## src/design/nps_pkg.sv

```systemverilog
// ----------------------------------------------------------------------------
// nps_pkg: shared types and constants for the nine-patch border scanner
// Field widths, result kinds, line operations and the result record.
// ----------------------------------------------------------------------------
package nps_pkg;

  localparam int MAX_LINE  = 4096;
  localparam int POS_W     = $clog2(MAX_LINE);
  localparam int SUM_W     = POS_W + 1;
  localparam int COLOR_W   = 32;
  localparam int RES_DEPTH = 4;
  localparam int RES_PTR_W = $clog2(RES_DEPTH);
  localparam int RES_CNT_W = RES_PTR_W + 1;

  typedef enum logic [1:0] {
    KIND_RANGE   = 2'd0,
    KIND_SUMMARY = 2'd1,
    KIND_PADDING = 2'd2
  } kind_t;

  typedef enum logic {
    OP_STRETCH = 1'b0,
    OP_PADDING = 1'b1
  } op_t;

  typedef struct packed {
    kind_t              kind;
    logic [POS_W-1:0]   range_start;
    logic [POS_W-1:0]   range_end;
    logic [SUM_W-1:0]   fixed_length;
    logic               padding_found;
    logic [POS_W-1:0]   pad_lead;
    logic [POS_W-1:0]   pad_trail;
    logic               line_too_short;
    logic               last;
  } result_t;

  // Writes into the result queue for one processed pixel: slot 0, then slot 1.
  typedef struct packed {
    logic push0;
    logic push1;
  } push_t;

  localparam result_t RESULT_ZERO = '0;

endpackage

```

## src/design/nine_patch_border_scan.sv

```systemverilog
// ----------------------------------------------------------------------------
// nine_patch_border_scan: nine-patch border marker decoder
// Results of a pixel pass from the pixel register through the result queue
//   to the result port.
// One pixel beat per cycle while the result queue has room; a line end that
//   gives two results is absorbed by the 4-entry result queue.
// Rate is set by the single pixel register feeding the state update.
// Reset (rst, sync, high): line state back to position 0, queue emptied.
// ----------------------------------------------------------------------------
module nine_patch_border_scan (
  input  logic                        clk,
  input  logic                        rst,
  // pixel channel
  input  logic                        in_valid,
  output logic                        in_ready,
  input  logic                        operation,
  input  logic [nps_pkg::COLOR_W-1:0] pixel_color,
  input  logic                        last_pixel,
  // result channel
  output logic                        out_valid,
  input  logic                        out_ready,
  output logic [1:0]                  result_kind,
  output logic [nps_pkg::POS_W-1:0]   range_start,
  output logic [nps_pkg::POS_W-1:0]   range_end,
  output logic [nps_pkg::SUM_W-1:0]   fixed_length,
  output logic                        padding_found,
  output logic [nps_pkg::POS_W-1:0]   pad_lead,
  output logic [nps_pkg::POS_W-1:0]   pad_trail,
  output logic                        line_too_short,
  output logic                        last
);
  import nps_pkg::*;

  push_t   push;
  result_t res0;
  result_t res1;
  result_t head;
  logic    room;

  // Scan core: one pixel per cycle while the queue has room. Stretch lines
  // give a range beat per closed marked run (whole interior if none) and a
  // summary beat at line end; padding lines give one beat at line end.
  nps_core u_core (
    .clk         (clk),
    .rst         (rst),
    .in_valid    (in_valid),
    .in_ready    (in_ready),
    .operation   (operation),
    .pixel_color (pixel_color),
    .last_pixel  (last_pixel),
    .room        (room),
    .push        (push),
    .res0        (res0),
    .res1        (res1)
  );

  // Result queue decouples the output handshake from pixel intake.
  nps_res_fifo u_fifo (
    .clk       (clk),
    .rst       (rst),
    .push      (push),
    .res0      (res0),
    .res1      (res1),
    .room      (room),
    .out_valid (out_valid),
    .out_ready (out_ready),
    .head      (head)
  );

  assign result_kind    = head.kind;
  assign range_start    = head.range_start;
  assign range_end      = head.range_end;
  assign fixed_length   = head.fixed_length;
  assign padding_found  = head.padding_found;
  assign pad_lead       = head.pad_lead;
  assign pad_trail      = head.pad_trail;
  assign line_too_short = head.line_too_short;
  assign last           = head.last;

endmodule

```

## src/design/nps_core.sv

```systemverilog
// ----------------------------------------------------------------------------
// nps_core: pixel register, line state and result decode
// Holds one accepted pixel, updates the per-line scan state and emits up to
// two result records into the queue in the cycle it is processed.
// ----------------------------------------------------------------------------
module nps_core (
  input  logic                     clk,
  input  logic                     rst,
  input  logic                     in_valid,
  output logic                     in_ready,
  input  logic                     operation,
  input  logic [nps_pkg::COLOR_W-1:0] pixel_color,
  input  logic                     last_pixel,
  input  logic                     room,
  output nps_pkg::push_t           push,
  output nps_pkg::result_t         res0,
  output nps_pkg::result_t         res1
);
  import nps_pkg::*;

  // pixel register
  logic s_valid;
  logic s_op;
  logic s_marked;
  logic s_last;

  // line state
  logic [POS_W-1:0] position;
  op_t              line_mode;
  logic             prev_transparent;
  logic [POS_W-1:0] run_start;
  logic [POS_W-1:0] gap_start;
  logic [SUM_W-1:0] fixed_sum;
  logic             any_range;
  logic             pad_seen;
  logic [POS_W-1:0] pad_first;
  logic [POS_W-1:0] pad_latest;

  logic [POS_W-1:0] position_next;
  op_t              line_mode_next;
  logic             prev_transparent_next;
  logic [POS_W-1:0] run_start_next;
  logic [POS_W-1:0] gap_start_next;
  logic [SUM_W-1:0] fixed_sum_next;
  logic             any_range_next;
  logic             pad_seen_next;
  logic [POS_W-1:0] pad_first_next;
  logic [POS_W-1:0] pad_latest_next;

  logic             process;
  logic             first;
  logic             is_last;
  logic             too_short;
  logic [POS_W-1:0] gap_len;
  result_t          summary;

  assign process  = s_valid && room;
  assign in_ready = !s_valid || process;

  always_comb begin
    first   = (position == '0);
    is_last = s_last || (position == POS_W'(MAX_LINE - 1));
    too_short = is_last && (position <= POS_W'(1));

    // first pixel of a line: take the operation and start from a clean line
    line_mode_next        = first ? op_t'(s_op) : line_mode;
    prev_transparent_next = first ? 1'b1 : prev_transparent;
    run_start_next        = first ? '0 : run_start;
    gap_start_next        = first ? '0 : gap_start;
    fixed_sum_next        = first ? '0 : fixed_sum;
    any_range_next        = first ? 1'b0 : any_range;
    pad_seen_next         = first ? 1'b0 : pad_seen;
    pad_first_next        = first ? '0 : pad_first;
    pad_latest_next       = first ? '0 : pad_latest;
    position_next         = is_last ? '0 : position + POS_W'(1);

    gap_len = position - gap_start_next;
    push    = '0;
    res0    = RESULT_ZERO;
    res1    = RESULT_ZERO;
    summary = RESULT_ZERO;

    if (too_short) begin
      res0.kind           = (line_mode_next == OP_PADDING) ? KIND_PADDING : KIND_SUMMARY;
      res0.line_too_short = 1'b1;
      res0.last           = 1'b1;
      push.push0          = 1'b1;
    end else if (line_mode_next == OP_STRETCH) begin
      if (!s_marked) begin
        if (!prev_transparent_next) begin
          // run closes at this transparent pixel
          gap_start_next   = position;
          any_range_next   = 1'b1;
          res0.kind        = KIND_RANGE;
          res0.range_start = run_start_next;
          res0.range_end   = position;
          push.push0       = 1'b1;
        end else if (is_last) begin
          fixed_sum_next = fixed_sum_next + SUM_W'(gap_len) + SUM_W'(1);
        end
        prev_transparent_next = 1'b1;
      end else begin
        if (prev_transparent_next) begin
          run_start_next = position;
          fixed_sum_next = fixed_sum_next + SUM_W'(gap_len);
        end
        prev_transparent_next = 1'b0;
      end

      if (is_last) begin
        summary.kind         = KIND_SUMMARY;
        summary.fixed_length = any_range_next ? fixed_sum_next : '0;
        summary.last         = 1'b1;
        if (push.push0) begin
          res1       = summary;
          push.push1 = 1'b1;
        end else if (!any_range_next) begin
          // no run closed in the line: whole interior stretches
          res0.kind        = KIND_RANGE;
          res0.range_start = POS_W'(1);
          res0.range_end   = position;
          res1             = summary;
          push.push0       = 1'b1;
          push.push1       = 1'b1;
        end else begin
          res0       = summary;
          push.push0 = 1'b1;
        end
      end
    end else begin
      if (is_last) begin
        res0.kind = KIND_PADDING;
        res0.last = 1'b1;
        if (pad_seen_next) begin
          res0.padding_found = 1'b1;
          res0.pad_lead      = pad_first_next - POS_W'(1);
          res0.pad_trail     = (position - POS_W'(1)) - pad_latest_next;
        end
        push.push0 = 1'b1;
      end else if (s_marked) begin
        if (!first && !pad_seen_next) begin
          pad_seen_next  = 1'b1;
          pad_first_next = position;
        end
        pad_latest_next = position;
      end
    end

    if (!process) begin
      push = '0;
    end
  end

  always_ff @(posedge clk) begin
    if (rst) begin
      s_valid          <= 1'b0;
      position         <= '0;
      line_mode        <= OP_STRETCH;
      prev_transparent <= 1'b1;
      run_start        <= '0;
      gap_start        <= '0;
      fixed_sum        <= '0;
      any_range        <= 1'b0;
      pad_seen         <= 1'b0;
      pad_first        <= '0;
      pad_latest       <= '0;
    end else begin
      if (in_ready) begin
        s_valid <= in_valid;
      end
      if (process) begin
        position         <= position_next;
        line_mode        <= line_mode_next;
        prev_transparent <= prev_transparent_next;
        run_start        <= run_start_next;
        gap_start        <= gap_start_next;
        fixed_sum        <= fixed_sum_next;
        any_range        <= any_range_next;
        pad_seen         <= pad_seen_next;
        pad_first        <= pad_first_next;
        pad_latest       <= pad_latest_next;
      end
    end
  end

  always_ff @(posedge clk) begin
    if (in_valid && in_ready) begin
      s_op     <= operation;
      s_marked <= (pixel_color != '0);
      s_last   <= last_pixel;
    end
  end

  a_second_is_line_end: assert property (@(posedge clk) disable iff (rst)
    push.push1 |-> (res1.last && !res0.last && push.push0))
    else $error("second result slot must carry the line end");

  a_line_end_resets_pos: assert property (@(posedge clk) disable iff (rst)
    ((push.push0 && res0.last) || push.push1) |=> (position == '0))
    else $error("position not rewound after line end");

  a_push_needs_room: assert property (@(posedge clk) disable iff (rst)
    (push.push0 || push.push1) |-> (room && s_valid))
    else $error("result pushed without room or without a pixel");

endmodule

```

## src/design/nps_res_fifo.sv

```systemverilog
// ----------------------------------------------------------------------------
// nps_res_fifo: result queue
// Small queue of result records; takes up to two writes and one read a cycle.
// ----------------------------------------------------------------------------
module nps_res_fifo (
  input  logic             clk,
  input  logic             rst,
  input  nps_pkg::push_t   push,
  input  nps_pkg::result_t res0,
  input  nps_pkg::result_t res1,
  output logic             room,
  output logic             out_valid,
  input  logic             out_ready,
  output nps_pkg::result_t head
);
  import nps_pkg::*;

  result_t                mem [RES_DEPTH];
  logic [RES_PTR_W-1:0]   wr_ptr;
  logic [RES_PTR_W-1:0]   rd_ptr;
  logic [RES_CNT_W-1:0]   count;
  logic                   pop;
  logic [RES_CNT_W-1:0]   n_push;

  assign pop       = out_valid && out_ready;
  assign out_valid = (count != '0);
  assign room      = (count <= RES_CNT_W'(RES_DEPTH - 2));
  assign head      = mem[rd_ptr];
  assign n_push    = RES_CNT_W'(push.push0) + RES_CNT_W'(push.push1);

  always_ff @(posedge clk) begin
    if (rst) begin
      wr_ptr <= '0;
      rd_ptr <= '0;
      count  <= '0;
    end else begin
      wr_ptr <= wr_ptr + RES_PTR_W'(n_push);
      if (pop) begin
        rd_ptr <= rd_ptr + RES_PTR_W'(1);
      end
      count <= count + n_push - RES_CNT_W'(pop);
    end
  end

  always_ff @(posedge clk) begin
    if (push.push0) begin
      mem[wr_ptr] <= res0;
    end
    if (push.push1) begin
      mem[wr_ptr + RES_PTR_W'(1)] <= res1;
    end
  end

  a_no_overflow: assert property (@(posedge clk) disable iff (rst)
    count <= RES_CNT_W'(RES_DEPTH))
    else $error("result queue overflow");

  a_slot_order: assert property (@(posedge clk) disable iff (rst)
    push.push1 |-> push.push0)
    else $error("slot 1 written without slot 0");

  a_pop_count: assert property (@(posedge clk) disable iff (rst)
    (pop && (n_push == '0)) |=> (count == $past(count) - RES_CNT_W'(1)))
    else $error("queue count wrong after read");

endmodule

```

## config.mk

```make
export PLATFORM = sky130hd
export DESIGN_NAME = nine_patch_border_scan
export DESIGN_NICKNAME = d
export VERILOG_FILES = /design/src/design/nps_pkg.sv /design/src/design/nine_patch_border_scan.sv /design/src/design/nps_core.sv /design/src/design/nps_res_fifo.sv
export SDC_FILE = /design/constraint.sdc
export NUM_CORES = 1
export LEC_CHECK = 0
export BUFFER_PORTS_ARGS = -buffer_cell sky130_fd_sc_hd__buf_2
export CAP_MARGIN = 20
export CORE_UTILIZATION = 40
export DETAILED_ROUTE_END_ITERATION = 6
export GPL_ROUTABILITY_DRIVEN = 0
export HOLD_SLACK_MARGIN = 0.1
export PLACE_DENSITY = 0.55
export SLEW_MARGIN = 40
export SYNTH_ARGS = -nofsm -noshare
export SYNTH_HDL_FRONTEND = slang
export SYNTH_SLANG_ARGS = --single-unit
```

## constraint.sdc

```tcl
create_clock -name clk -period 7.4 [get_ports clk]
set_input_delay 1.48 -clock clk [delete_from_list [all_inputs] [get_ports clk]]
set_output_delay 1.48 -clock clk [all_outputs]
set_load 0.02 [all_outputs]
```

==> results.json <==
{
  "hold_viol": 0,
  "drt_iter0_drc": 893,
  "setup-tns-final_ps": 0,
  "powerDensity_nw_per_um2": 252,
  "r2r_slack_ps": 1030,
  "worst-path-max-fanout": 26,
  "skew_ps": 22.9,
  "yosys.area.top_type": "dfxtp_1",
  "power_frac_comb_pct": 14.7,
  "io_buffers": 105,
  "min_path_cells": 1,
  "postSynthCellCount": 1578,
  "die_area_sq_um": 42300,
  "p_int_uw": 3430,
  "fmax_ghz": 0.157,
  "syn_avg_cell_area_sq_um": 10.5,
  "synthSimpleGateAreaFrac_pct": 12.6,
  "drt-vias-per-instance": 5.88,
  "slew_viol_final": 0,
  "tightest_slew_ps": 816,
  "synth_seq_cells": 354,
  "dp_hpwl_mm": 30.5,
  "synth_edf_count": 63,
  "r2r-start": "u_core.position[1]$_SDFFE_PP0P_",
  "nFillCells": 3853,
  "max-slew-margin-rel_pct": 45.1,
  "n_antenna_cell": 0,
  "regToRegEndpoint": "u_fifo.mem[0][39]$_DFFE_PP_",
  "cts_setup_buffers": 0,
  "path_class": "reg2reg",
  "synthMuxAreaShare_pct": 9.52,
  "cp.arrival_ps": 6650,
  "wl_mm": 47.0,
  "synth_compound_gate_area_share_pct": 21.5,
  "num_vias": 12973,
  "status": "finished, final reports clean",
  "clk_latency_ps": 570,
  "grt_max_degree": 78,
  "synthAdderAreaFrac_pct": 4.10,
  "dieWidth_microns": 206,
  "synth-xor-area-share_pct": 2.06,
  "worstPathRequired_ps": 7680,
  "r2r_cells": 25,
  "htree_levels": 2,
  "ys_async_sr_fraction_pct": 0,
  "cts_root_buf": "clkbuf_16",
  "swShare_pct": 28.2,
  "cts_buffers": 41,
  "fin_nets": 1733,
  "dr.pass1.iters": 5,
  "hp-class": "reg2reg",
  "hold_path_startpoint": "u_fifo.mem[1][26]$_SDFFE_PP0P_",
  "synth_top_cells_by_area": "dfxtp_1 (35%), edfxtp_1 (11%), mux4_2 (9.0%), o2bb2ai_1 (7.3%), ha_1 (3.6%)",
  "grt_first_pass_wirelength_mm": 73.4,
  "post_cts_resized": 0,
  "netlist_area_sq_um": 16600,
  "p_switching_uw": 1350,
  "peakVddDrop_mv": 0.160,
  "crit_path_end_kind": "flop",
  "clk_pin_slew_ps": 60,
  "hold-path-endpoint": "u_fifo.mem[1][26]$_SDFFE_PP0P_",
  "cts_tree": "yes",
  "rsz0062_at_grt": "no",
  "pwr-share-clk_pct": 41.9,
  "grt-ovfl-total": 0,
  "stdcell_count": 2207,
  "antenna_found_initial": 1,
  "synth_top_cell_area_share_pct": 35.1,
  "finalSetupViolCount": 0,
  "fp.dieH_microns": 206,
  "synth_nets": 1668,
  "max_cap_viol_count": 0,
  "ant_nets": 0,
  "min_period_ps": 6370,
  "dp.cells": 2132,
  "fp-row-count": 74,
  "core_area_sq_um": 40900,
  "leakage_uw": 0.00700,
  "ys_warn_count": 0,
  "synth_ff_type": "dfxtp_1",
  "drc": 0,
  "clock-sinks": 354,
  "ys_types": 76,
  "synth_top_family_by_area": "compound AO/OA/AOI/OAI gates",
  "cts-hold-fix-buffers": 0,
  "start_util_pct": 40.6,
  "grt_pass1_vias": 12634,
  "post_route_cells_drive_above_1_share_pct": 18.6,
  "io_pins": 106,
  "ys_seq_area_share_pct": 46.5,
  "clockBufferDepth": 3,
  "grt.total_usage_pct": 22.4,
  "routedWlPerCell_microns": 21.3,
  "crit_path_start_kind": "flop",
  "period_share_pct": 86.1,
  "seqPwrFrac_pct": 43.4,
  "syn_to_final_growth_pct": 14.2
}
[final cells by class]
type / count / area, sq um / share of cell area (%)
clock buffers: 55 / 1170 / 6.18
clock inverters: 20 / 168 / 0.884
inverters: 35 / 131 / 0.693
multi-input cells: 1076 / 8330 / 43.9
flip-flops and latches: 354 / 7720 / 40.8
well taps: 532 / 666 / 3.51
repair buffers: 135 / 767 / 4.05
[layout by cell type (no fill, tap or decap), drive strengths merged, types with 14 or more instances in the layout]
cell type    n
dfxtp      291
nor2       163
o2bb2ai    138
buf        135
nand2      132
mux4        66
edfxtp      63
a22o        62
a22oi       55
clkbuf      55
a21oi       54
ha          48
o21ai       46
inv         37
nor3        28
a21o        26
xnor2       23
o22ai       19
clkinv      17
xor2        16
and2        15
nand3       15
nor4        14
[cells by family (layout without fill, tap and decap cells)]
family	after synthesis	after routing
AO/OA/AOI/OAI	467	467
XOR/XNOR	39	39
adder cells (fa/ha/maj)	52	52
buffers and inverters	148	245
flip-flops	354	354
multiplexers	74	74
AND/OR/NAND/NOR	444	444
[sequential cells by signal, summed over array words and instances, names as in the netlist, 3 cells and up, named ones only]
| name | flops |
|---|---|
| u_core.fixed_sum | 13 |
| u_core.gap_start | 12 |
| u_core.pad_first | 12 |
| u_core.pad_latest | 12 |
| u_core.position | 12 |
| u_core.run_start | 12 |
| u_fifo.count | 3 |
| u_fifo.mem | 264 |
[power by group through the flow]
stage | logic (uW) | clock network, uW | registers, uW
2_1_floorplan | 527 | 0 | 2060
6_report | 701 | 2000 | 2070
5_1_grt | 754 | 2120 | 2080
4_1_cts | 704 | 2040 | 2080
3_3_place_gp | 687 | 0 | 2120
3_5_place_dp | 703 | 0 | 2120
[worst max-delay path: stages, from the launching register on]
cell	delay, ps
dfxtp_1	630
inv_1	210
ha_1	260
nand4_1	100
buf_4	290
and2_1	180
ha_1	160
inv_1	60
fa_1	420
a21o_1	170
a21o_1	190
a21o_1	180
a21oi_1	210
o21ai_0	110
a21oi_1	300
nor4bb_1	100
a311o_1	300
ha_1	420
nand2_1	80
o21ai_0	370
mux2i_1	240
o41a_1	180
and3_1	150
nand4_1	140
mux2i_1	450
o32ai_1	180
[per-stage QoR]
| step | hold WS [ps] | utilization (%) | cell area, sq um | setup WS (ps) | total power, uW |
|---|---|---|---|---|---|
| after global routing | 470 | 46.3 | 19000 | 588 | 4960 |
| after floorplan | 421 | - | 16600 | 1100 | 2590 |
| after CTS | 448 | 46.3 | 18900 | 1100 | 4820 |
| final | 447 | 46.3 | 19000 | 1030 | 4780 |
| after global placement | 433 | 42.9 | 17600 | 1360 | 2800 |
| after detailed placement | 435 | 43.0 | 17600 | 1160 | 2820 |
[cell usage after synthesis (all sizes together) (46+ instances only)]
cell type and count:
dfxtp 291, nor2 163, o2bb2ai 138, nand2 132, mux4 66, edfxtp 63
a22o 62, clkbuf 60, a22oi 55, a21oi 54, buf 53, ha 48
o21ai 46
[layer usage]
layer	track usage (%)	wire length, microns	share of wire, %
met5	0	0	0
met4	6.69	1030	2.2
met3	3.56	2370	5.0
met2	34.9	21200	45
met1	31.8	22400	48
[worst max path at each step]
stage	from	endpoint	slack [ps]	depth (start not counted)
final	u_core.position[1]$_SDFFE_PP0P_	u_fifo.mem[0][39]$_DFFE_PP_	1030	25
after global placement	u_core.position[1]$_SDFFE_PP0P_	u_fifo.mem[0][39]$_DFFE_PP_	1360	25
after global routing	u_core.position[1]$_SDFFE_PP0P_	u_fifo.mem[0][39]$_DFFE_PP_	590	25
after floorplan	u_core.position[1]$_SDFFE_PP0P_	u_fifo.mem[2][39]$_DFFE_PP_	1100	28
after detailed placement	u_core.position[1]$_SDFFE_PP0P_	u_fifo.mem[0][39]$_DFFE_PP_	1160	25
after CTS	u_core.position[1]$_SDFFE_PP0P_	u_fifo.mem[0][39]$_DFFE_PP_	1100	25
No activity file was read; power rests on OpenSTA's default activity.
